===== src/rtl/assert_macros.svh =====
// ----------------------------------------------------------------------------
// assert_macros.svh
// Clocked assertion helpers used by the RTL core.
// ----------------------------------------------------------------------------
`ifndef ASSERT_MACROS_SVH
`define ASSERT_MACROS_SVH

// Check an implication at every rising edge of clk outside reset.
`define ASSERT_CLK(label, prop, msg) \
	label: assert property (@(posedge clk) disable iff (!arst_n) (prop)) else $error(msg);

// Check that a condition holds at every rising edge of clk outside reset.
`define ASSERT_ALWAYS(label, cond, msg) \
	`ASSERT_CLK(label, 1'b1 |-> (cond), msg)

`endif


===== src/rtl/bcdt_pkg.sv =====
// ----------------------------------------------------------------------------
// bcdt_pkg
// Types, key codes and the seven-segment table of the BCD countdown timer.
// ----------------------------------------------------------------------------
package bcdt_pkg;

	typedef logic [3:0]      digit_t;
	// index 0 = thousands, index 3 = units
	typedef digit_t [3:0]    digits_t;
	typedef logic [2:0]      slot_t;
	typedef logic [2:0]      entry_t;

	typedef struct packed {
		digits_t digits;
		logic    run;
		entry_t  entry;
		logic    expired;
	} tmr_next_t;

	localparam logic [4:0]  KEY_DIGIT_MAX = 5'd9;
	localparam logic [4:0]  KEY_CLEAR     = 5'd10;
	localparam logic [4:0]  KEY_TOGGLE    = 5'd16;
	localparam logic [4:0]  KEY_LOAD3     = 5'd17;

	localparam logic        MODE_TICK     = 1'b0;
	localparam logic        MODE_KEY      = 1'b1;

	localparam entry_t      ENTRY_MAX     = 3'd4;
	localparam slot_t       SCAN_SLOTS    = 3'd4;
	localparam logic [15:0] TPS_RESET     = 16'd1000;
	localparam logic [7:0]  SEL_NONE      = 8'hFF;
	localparam logic [7:0]  SEG_BLANK     = 8'h00;
	localparam digit_t      DIGIT_NINE    = 4'd9;
	localparam digit_t      DIGIT_THREE   = 4'd3;

	function automatic logic [7:0] seg_decode(input digit_t d);
		logic [7:0] p;
		begin
			unique case (d)
				4'd0:    p = 8'h3F;
				4'd1:    p = 8'h06;
				4'd2:    p = 8'h5B;
				4'd3:    p = 8'h4F;
				4'd4:    p = 8'h66;
				4'd5:    p = 8'h6D;
				4'd6:    p = 8'h7D;
				4'd7:    p = 8'h07;
				4'd8:    p = 8'h7F;
				4'd9:    p = 8'h6F;
				default: p = SEG_BLANK;
			endcase
			return p;
		end
	endfunction

endpackage


===== src/rtl/bcdt_timer.sv =====
// ----------------------------------------------------------------------------
// bcdt_timer
// Count digits, entry count, run flag and prescaler with their next-state logic.
// ----------------------------------------------------------------------------
module bcdt_timer (
	input  logic               clk,
	input  logic               arst_n,
	input  logic               adv,
	input  logic               mode,
	input  logic [4:0]         key_code,
	input  logic [15:0]        tps,
	output bcdt_pkg::tmr_next_t nxt
);
	import bcdt_pkg::*;

	digits_t     digits_q;
	entry_t      entry_q;
	logic        run_q;
	logic [15:0] pre_q;

	digits_t     dec;
	logic        all_zero;
	logic [15:0] pre_inc;
	digits_t     digits_d;
	entry_t      entry_d;
	logic        run_d;
	logic [15:0] pre_d;
	logic        expired;

	// one-second decrement with decimal borrow
	always_comb begin
		dec      = digits_q;
		all_zero = 1'b1;
		for (int k = 3; k >= 0; k--) begin
			if (all_zero) begin
				if (digits_q[k] != '0) begin
					dec[k]   = digits_q[k] - 4'd1;
					all_zero = 1'b0;
				end else begin
					dec[k] = DIGIT_NINE;
				end
			end
		end
	end

	assign pre_inc = pre_q + 16'd1;

	always_comb begin
		digits_d = digits_q;
		entry_d  = entry_q;
		run_d    = run_q;
		pre_d    = pre_q;
		expired  = 1'b0;
		if (mode == MODE_KEY) begin
			if (key_code <= KEY_DIGIT_MAX && entry_q < ENTRY_MAX) begin
				digits_d[0] = digits_q[1];
				digits_d[1] = digits_q[2];
				digits_d[2] = digits_q[3];
				digits_d[3] = key_code[3:0];
				entry_d     = entry_q + 3'd1;
			end else if (key_code == KEY_CLEAR) begin
				digits_d = '0;
				entry_d  = '0;
			end else if (key_code == KEY_TOGGLE) begin
				run_d = ~run_q;
			end
			if (key_code == KEY_LOAD3) begin
				digits_d    = '0;
				digits_d[3] = DIGIT_THREE;
			end
		end else if (run_q) begin
			pre_d = pre_inc;
			if (pre_inc >= tps) begin
				pre_d = '0;
				if (all_zero) begin
					expired  = 1'b1;
					run_d    = 1'b0;
					digits_d = '0;
					entry_d  = '0;
				end else begin
					digits_d = dec;
				end
			end
		end
	end

	always_ff @(posedge clk or negedge arst_n) begin
		if (!arst_n) begin
			digits_q <= '0;
			entry_q  <= '0;
			run_q    <= 1'b0;
			pre_q    <= '0;
		end else if (adv) begin
			digits_q <= digits_d;
			entry_q  <= entry_d;
			run_q    <= run_d;
			pre_q    <= pre_d;
		end
	end

	assign nxt.digits  = digits_d;
	assign nxt.run     = run_d;
	assign nxt.entry   = entry_d;
	assign nxt.expired = expired;

endmodule


===== src/rtl/bcdt_scan.sv =====
// ----------------------------------------------------------------------------
// bcdt_scan
// Five-slot display scan: slot counter and segment/select generation.
// ----------------------------------------------------------------------------
module bcdt_scan (
	input  logic                clk,
	input  logic                arst_n,
	input  logic                adv,
	input  logic                mode,
	input  bcdt_pkg::tmr_next_t nxt,
	output logic [7:0]          pattern,
	output logic [7:0]          select,
	output logic                strobe
);
	import bcdt_pkg::*;

	slot_t slot_q;
	logic  drive;

	assign drive = (mode == MODE_TICK) && !nxt.expired && (slot_q < SCAN_SLOTS);

	always_comb begin
		pattern = SEG_BLANK;
		select  = SEL_NONE;
		strobe  = 1'b0;
		if (drive) begin
			pattern = seg_decode(nxt.digits[slot_q[1:0]]);
			select  = ~(8'd1 << slot_q);
			strobe  = 1'b1;
		end
	end

	always_ff @(posedge clk or negedge arst_n) begin
		if (!arst_n) begin
			slot_q <= '0;
		end else if (adv && mode == MODE_TICK) begin
			if (drive) begin
				slot_q <= slot_q + 3'd1;
			end else begin
				slot_q <= '0;
			end
		end
	end

endmodule


===== src/rtl/bcd_countdown_timer_with_entry_core.sv =====
// ----------------------------------------------------------------------------
// bcd_countdown_timer_with_entry_core
// Four-digit BCD countdown timer with keypad entry and display scan.
// ----------------------------------------------------------------------------
// Input channel: in_valid/in_stall carry one item (mode, key_code). mode 1 is
// a key press, mode 0 a one-millisecond tick. Output channel: out_valid/
// out_stall carry one result per item: the four count digits, running,
// entered_count and the scanned display digit (segment_pattern,
// digit_select, display_strobe).
// Configuration: cfg_valid/cfg_ready write tick_per_second (cfg_data);
// cfg_ready is always high. Write it only while no item is in flight.
// Path: an accepted item sits in the input register and moves into the result
// register once out_stall is not holding the result there; out_valid then
// rises with the new result in the result register.
// Throughput: one item per cycle unless out_stall holds a result; the state
// update is a single pass of shallow logic between the input and result registers.
// Stall: while out_stall holds a result, the input register keeps its item
// and in_stall rises once that register is full.
// Reset: tick_per_second returns to 1000, digits to 0000, the timer stops,
// entry count, prescaler and scan slot clear; both registers empty.
// ----------------------------------------------------------------------------
`include "assert_macros.svh"

module bcd_countdown_timer_with_entry_core (
	input  logic        clk,
	input  logic        arst_n,
	input  logic        cfg_valid,
	output logic        cfg_ready,
	input  logic [15:0] cfg_data,
	input  logic        in_valid,
	output logic        in_stall,
	input  logic        mode,
	input  logic [4:0]  key_code,
	output logic        out_valid,
	input  logic        out_stall,
	output logic [3:0]  digit_thousands,
	output logic [3:0]  digit_hundreds,
	output logic [3:0]  digit_tens,
	output logic [3:0]  digit_units,
	output logic        running,
	output logic [2:0]  entered_count,
	output logic [7:0]  segment_pattern,
	output logic [7:0]  digit_select,
	output logic        display_strobe
);
	import bcdt_pkg::*;

	logic [15:0] tps_q;
	logic        valid_s1;
	logic        mode_s1;
	logic [4:0]  key_s1;
	logic        out_valid_q;
	logic        adv;
	logic        load_s1;
	tmr_next_t   nxt;
	logic [7:0]  pattern;
	logic [7:0]  select;
	logic        strobe;

	assign cfg_ready = 1'b1;

	always_ff @(posedge clk or negedge arst_n) begin
		if (!arst_n) begin
			tps_q <= TPS_RESET;
		end else if (cfg_valid && cfg_ready) begin
			tps_q <= cfg_data;
		end
	end

	// advance the input stage into the result register
	assign adv      = valid_s1 && !(out_valid_q && out_stall);
	assign in_stall = valid_s1 && !adv;
	assign load_s1  = in_valid && !in_stall;

	always_ff @(posedge clk or negedge arst_n) begin
		if (!arst_n) begin
			valid_s1 <= 1'b0;
		end else if (load_s1) begin
			valid_s1 <= 1'b1;
		end else if (adv) begin
			valid_s1 <= 1'b0;
		end
	end

	always_ff @(posedge clk) begin
		if (load_s1) begin
			mode_s1 <= mode;
			key_s1  <= key_code;
		end
	end

	bcdt_timer u_timer (
		.clk      (clk),
		.arst_n   (arst_n),
		.adv      (adv),
		.mode     (mode_s1),
		.key_code (key_s1),
		.tps      (tps_q),
		.nxt      (nxt)
	);

	bcdt_scan u_scan (
		.clk     (clk),
		.arst_n  (arst_n),
		.adv     (adv),
		.mode    (mode_s1),
		.nxt     (nxt),
		.pattern (pattern),
		.select  (select),
		.strobe  (strobe)
	);

	always_ff @(posedge clk or negedge arst_n) begin
		if (!arst_n) begin
			out_valid_q <= 1'b0;
		end else if (adv) begin
			out_valid_q <= 1'b1;
		end else if (!out_stall) begin
			out_valid_q <= 1'b0;
		end
	end

	always_ff @(posedge clk) begin
		if (adv) begin
			digit_thousands <= nxt.digits[0];
			digit_hundreds  <= nxt.digits[1];
			digit_tens      <= nxt.digits[2];
			digit_units     <= nxt.digits[3];
			running         <= nxt.run;
			entered_count   <= nxt.entry;
			segment_pattern <= pattern;
			digit_select    <= select;
			display_strobe  <= strobe;
		end
	end

	assign out_valid = out_valid_q;

	`ASSERT_CLK(a_stall_cause, in_stall |-> (valid_s1 && out_valid_q && out_stall), "in_stall without a held result")
	`ASSERT_CLK(a_strobe_select, (out_valid && display_strobe) |-> ($countones(digit_select) == 7), "strobe without one selected position")
	`ASSERT_CLK(a_idle_display, (out_valid && !display_strobe) |-> (segment_pattern == SEG_BLANK && digit_select == SEL_NONE), "undriven slot shows segments")
	`ASSERT_ALWAYS(a_entry_range, !out_valid || entered_count <= ENTRY_MAX, "entered_count above four")

endmodule

===== config.mk =====
export PLATFORM = sky130hd
export DESIGN_NAME = bcd_countdown_timer_with_entry_core
export DESIGN_NICKNAME = d
export VERILOG_FILES = /design/src/rtl/bcdt_pkg.sv /design/src/rtl/bcdt_timer.sv /design/src/rtl/bcdt_scan.sv /design/src/rtl/bcd_countdown_timer_with_entry_core.sv
export VERILOG_INCLUDE_DIRS = /design/src /design/src/rtl
export SDC_FILE = /design/constraint.sdc
export NUM_CORES = 1
export LEC_CHECK = 0
export ABC_AREA = 0
export BUFFER_PORTS_ARGS = -buffer_cell sky130_fd_sc_hd__buf_2
export CORE_MARGIN = 2
export CORE_UTILIZATION = 30
export DETAILED_ROUTE_END_ITERATION = 10
export GPL_TIMING_DRIVEN = 1
export PLACE_DENSITY_LB_ADDON = 0.08
export SYNTH_ARGS = -nofsm -noshare
export SYNTH_HDL_FRONTEND = slang
export SYNTH_HIERARCHICAL = 1
export SYNTH_SLANG_ARGS = --single-unit

===== constraint.sdc =====
create_clock -name clk -period 5.5 [get_ports clk]
set_clock_uncertainty 0.2 [all_clocks]
set_input_delay 0.275 -clock clk [delete_from_list [all_inputs] [get_ports clk]]
set_output_delay 0.275 -clock clk [all_outputs]
set_load 0.005 [all_outputs]

Word-level counts from Yosys, hierarchy flattened
Memories as Yosys holds them, arrays and structs flattened. A register that Yosys moved wholly into a read port is not among the register bits.
Index checks and enable logic that the tools add are counted.
{"block": "op_classes", "add_sub_neg": 7, "shift": 1, "n_lt_le_gt_ge": 5, "mux": 47, "n_eq_ne": 4, "n_bitwise": 3, "n_reduce_logical": 19}
{"cell": "16-bit two-way mux", "count": 8}
{"cell": "4-bit two-way mux", "count": 8}
{"cell": "1-bit two-way mux", "count": 23}
{"cell": "3-bit two-way mux", "count": 7}
{"cell": "16-bit by 1-bit adder with 16-bit output (second input constant)", "count": 1}
{"cell": "16-bit greater-or-equal comparator", "count": 1}
{"cell": "4-bit nonzero test", "count": 4}
{"cell": "4-bit by 1-bit subtractor with 4-bit output (second input constant)", "count": 4}
{"cell": "5-bit == test (second input constant)", "count": 2}
{"cell": "4-bit binary-select mux with 2-bit select", "count": 1}
{"cell": "1-bit logical AND", "count": 8}
{"cell": "8-bit NOT", "count": 1}
{"cell": "1-bit by 3-bit left shift with 8-bit output (first input constant)", "count": 1}
{"cell": "3-bit by 1-bit adder with 3-bit output (second input constant)", "count": 2}
{"cell": "3-bit < comparator (second input constant)", "count": 2}
{"cell": "5-bit by 4-bit == test with 1-bit output (second input constant)", "count": 1}
{"cell": "5-bit by 4-bit <= comparator with 1-bit output (second input constant)", "count": 1}
{"cell": "1-bit logical NOT", "count": 5}
{"cell": "2-bit by 3-bit < comparator with 1-bit output (second input constant)", "count": 1}
{"cell": "3-bit AND reduction", "count": 1}
{"cell": "2-bit by 1-bit inequality test with 1-bit output (second input constant)", "count": 1}
{"cell": "1-bit NOT", "count": 2}
{"cell": "2-bit nonzero test", "count": 1}
{"block": "totals", "elab_cells": 109, "regBits": 100, "romBits": 112, "in_bits": 27, "mem_count": 1, "out_inout_bits": 40}
{"name": "(name not given)", "words": 16, "word_bits": 7, "rd": 1, "rd_ports_with_merged_regs": 1, "wr": 0, "line_no": "bcdt_pkg.sv:39", "text": "unique case (d)"}

Depth between registers and ports, before layout
{"block": "logic_depth", "word_depth": 14, "ltp_mapped": 20}

Modules after synthesis
The synthesis kept the hierarchy.
{"mod": "bcdt_timer", "instances": 1, "cells_per_inst": 422, "area_per_inst_um2": 3348.2}
{"mod": "bcd_countdown_timer_with_entry_core", "instances": 1, "cells_per_inst": 87, "area_per_inst_um2": 2045.7}
{"mod": "bcdt_scan", "instances": 1, "cells_per_inst": 68, "area_per_inst_um2": 609.3}

Worst setup path after synthesis
Ideal clock, no wire load.
{"block": "synth_path", "kind": "register to register", "startpoint": "register out_valid_q (netlist: out_valid)", "endpoint": "register u_timer.pre_q[0]", "setup_ns": 0.066, "n_path_buf": 0, "t_arrival_ns": 5.083, "path_slack_ns": 0.151, "required_time_ns": 5.234, "path_stages_with_launch": 7, "period_less_slack_ns": 5.349, "cell_sequence": "dfrtp_1 > a21boi_0 > inv_1 > nor2_1 > nand2_1 > nor2_1 > mux2_2"}
{"block": "synth_via", "elab_chain_cells": 4}
{"element": "start, declared", "line_no": "bcd_countdown_timer_with_entry_core.sv:52", "text": "logic out_valid_q;"}
{"element": "start signal, assigned", "line_no": "bcd_countdown_timer_with_entry_core.sv:115", "text": "out_valid_q <= 1'b0;"}
{"element": "start signal, assigned", "line_no": "bcd_countdown_timer_with_entry_core.sv:117", "text": "out_valid_q <= 1'b1;"}
{"element": "start signal, assigned", "line_no": "bcd_countdown_timer_with_entry_core.sv:119", "text": "out_valid_q <= 1'b0;"}
{"element": "1-bit logical AND", "line_no": "bcd_countdown_timer_with_entry_core.sv:71", "text": "assign adv = valid_s1 && !(out_valid_q && out_stall);"}
{"element": "1-bit logical NOT", "line_no": "bcd_countdown_timer_with_entry_core.sv:71"}
{"element": "1-bit logical AND", "line_no": "bcd_countdown_timer_with_entry_core.sv:71"}
{"element": "via adv", "line_no": "bcd_countdown_timer_with_entry_core.sv:53", "text": "logic adv;"}
{"element": "3-bit AND reduction (no source line)"}
{"element": "end signal, assigned", "line_no": "bcdt_timer.sv:97", "text": "pre_q <= pre_d;"}
{"element": "end, declared", "line_no": "bcdt_timer.sv:19", "text": "logic [15:0] pre_q;"}
The timed path passes the listed nets, and every way through them passes these cells.
A chain may end at the register's enable or synchronous reset.

==> run metrics <==
Yosys warning count=6; H-tree depth=3; result of the run=completed; Initial DRT Pass Iterations=4; vias per cell=5.091; dominant cell type by area after synthesis=edfxtp_1; Max Freq=0.1906 GHz; count of fill cells added during filler insertion=1992; measured slew at the worst slew-check pin=1.002 ns; worst-case vdd ir drop=0.1477 mV; GPL Wtd Cong=0.8484; Slew Limit Headroom=32.94%; critical path capture point type=register; depth of the worst register-to-register path=17; Area Growth Syn to Fin=20.36%; Die Wd=145.5 um; count of cell types in the netlist=73; IO buf count=65; Die ar.=21160 sq um; critical path arrival=5.22 ns; first-pass GRT wire length=26170 um; TritonCTS sink count=100; final hold viol count=0; global-route usage over all layers=15.53%; Startpoint Class=register; post-route DRC violation count=0; most used flip-flop cell after synthesis=dfrtp_1; Clock Tree Buf Depth=2; Leakage Power=2.988 nW; r2r startpoint=u_timer/pre_q[0]; hold-critical path endpoint=tps_q[0]; average size of a mapped cell=10.40 sq um; I/O pin count=67; pwr dens=357.0 nW/um^2; critical path's largest stage delay=0.62 ns; starting density of the core=30.74%; Core Rows=51; via count of the first global-routing pass=4765; Maximum Capacitance Violations=0; kind of path behind the tightest hold check=in -> reg; Core ar.=19530 sq um; area fraction of the dominant cell type after synthesis=21.51%; clk_lat worst skew=0.35 ns; number of antenna violations at the first check in global routing=0; number of enable flip-flop cells after synthesis=43; sequential-to-total area share from yosys stat=45.39%; net count of the finished layout=713; # placed instances=884; TritonCTS clock tree=built; residual overflow from global routing=0; vias post-DR=4719; maximum number of pins on one net before global-route repair=61; CP Class=reg -> reg; iteration-0 DRC count of the detailed router=310; top cells by area, synth=edfxtp_1, dfrtp_1, ha_1, o21ai_0, mux2_4; diode count=0; worst-path maximum fanout=12; Post-Syn Area=6003 sq um; library cell used as clock root buffer=clkbuf_16; fraction of registers with async set or reset after synthesis=57.00%; final number of setup-violating endpoints=0; non-filler instance count after layout=927; post-detailed-route count of antenna-violating nets=0; Yosys reg bits=100; Num CTS Buffers=9; CP required=5.48 ns; average wire per standard cell=17.36 um; slowest CP cell=or4_1; post-DP HPWL=11090 um; final cycle utilization of the critical path=95.38%; share of cells above drive strength 1=24.32%; wirelength, routed=16090 um; cell depth of the worst hold path=2; overall die height=145.5 um; r2r setup slk=0.25 ns; cell-by-cell listing of the critical path=and2_1 -> nand3_1 -> or4_1 -> xnor2_1 -> ha_1 -> nand4_1 -> a211oi_2 -> a32oi_4 -> and2_4 -> o311a_1 -> a311o_1 -> mux4_1 -> inv_1 -> ha_1 -> inv_1 -> mux2_2 -> o32ai_1; final standard cell utilization of the core=37.00%; number of pins with negative max-slew slack in the final report=0; Worst R2R End=segment_pattern[5]; Hold Startpoint=cfg_valid; number of standard cells after synthesis=577; Reg clk slew, reported paths=0.07 ns; Final Critical Period=5.246 ns
worst max path at each step:
stage,start,to,slack (ns)
2_1_floorplan,out_valid,u_timer/pre_q[0],0.15
3_3_place_gp,u_timer/pre_q[2],segment_pattern[5],0.25
3_5_place_dp,u_timer/pre_q[2],segment_pattern[5],0.06
4_1_cts,u_timer/pre_q[2],segment_pattern[5],0.02
5_1_grt,u_timer/pre_q[0],segment_pattern[5],-0.05
6_report,u_timer/pre_q[0],segment_pattern[5],0.25
kinds of logic after synthesis:
logic type	synth area share (%)
buffers and inverters	6.294
AO/OA/AOI/OAI	18.97
XOR/XNOR	2.188
adder cells (fa/ha/maj)	6.044
multiplexers	7.045
AND/OR/NAND/NOR	13.88
other	0.1876
flip-flops	45.39
area by class of cell:
class	count	area [sq um]	area share, %
inverters	36	135.1	1.870
well taps	265	331.6	4.589
multi-input cells	401	2990	41.39
repair buffers	109	718.2	9.939
clock inverters	7	97.59	1.351
clock buffers	9	225.2	3.117
flip-flops and latches	100	2728	37.75
synth_stat cells, types with 8 or more instances:
| master | instances |
|---|---|
| dfrtp_1 | 51 |
| xnor2_1 | 10 |
| ha_1 | 29 |
| inv_1 | 34 |
| o21ai_0 | 34 |
| a22oi_1 | 17 |
| nor2_1 | 36 |
| edfxtp_1 | 43 |
| mux2_4 | 11 |
| nand2_1 | 44 |
| nand3_1 | 13 |
| mux2_2 | 11 |
| a22o_1 | 13 |
| a21o_1 | 8 |
| buf_4 | 8 |
| nor3_1 | 18 |
| clkbuf_1 | 27 |
| a21oi_1 | 20 |
metal layers:
metal  share of wire (%)  track usage (%)
met1                  48            21.48
met2                  46            24.50
met3                 4.9            3.354
met4                 1.5            4.559
met5                   0                0
stage by stage:
step | TNS (ns) | total power, mW | instance area, sq um | worst slack (ns) | hold WS [ns]
detailed placement | 0 | 1.862 | 6570 | 0.06440 | 0.2542
CTS | 0 | 2.589 | 7143 | 0.01916 | 0.2536
global placement | 0 | 1.854 | 6570 | 0.2495 | 0.2558
finish | 0 | 2.579 | 7226 | 0.2543 | 0.2586
floorplan | 0 | 1.618 | 6011 | 0.1509 | -0.2206
global route | -0.1340 | 2.754 | 7226 | -0.05108 | 0.2793
cells in the final DEF (no fill, tap or decap), types with 11 or more instances in the layout:
master	instances
ha_1	29
nor3_1	17
mux2_4	11
buf_2	65
nor2_1	35
mux2_2	11
a22oi_1	17
a22o_1	13
a21oi_1	19
nand3_1	13
edfxtp_1	43
dfrtp_1	49
inv_1	34
buf_4	19
nand2_1	43
dlygate4sd3_1	25
o21ai_0	34
state kept, by name, indices dropped and copies added (netlist names), 4 cells and up:
signal,flops
tps_q,16
u_timer/digits_q,16
u_timer/pre_q,16
digit_select,8
segment_pattern,8
key_s1,5
digit_hundreds,4
digit_tens,4
digit_thousands,4
digit_units,4
worst max-delay path: cells and delay by family (launching register included):
kind,cells,cell delay [ns]
AOI/OAI and AO/OA,5,1.32
xor gates and xnor gates,1,0.16
adders and majority gates,2,0.49
DFF,1,0.41
and+or+nand+nor,5,1.47
muxes,2,0.81
buffers and inverters,2,0.18
where the power goes:
group | leakage, nW | internal (mW) | switching (mW)
clock | 0.152 | 0.401 | 0.296
sequential | 1.07 | 0.931 | 0.151
combinational | 1.77 | 0.387 | 0.412
timing repair:
item	in CTS	in global routing
setup buffers	0	2
resized for setup	0	15
hold buffers	25	0
hold endpoints to repair	75	0
endpoints found under the setup margin	0	7
Power figures use the tool's default switching activity.
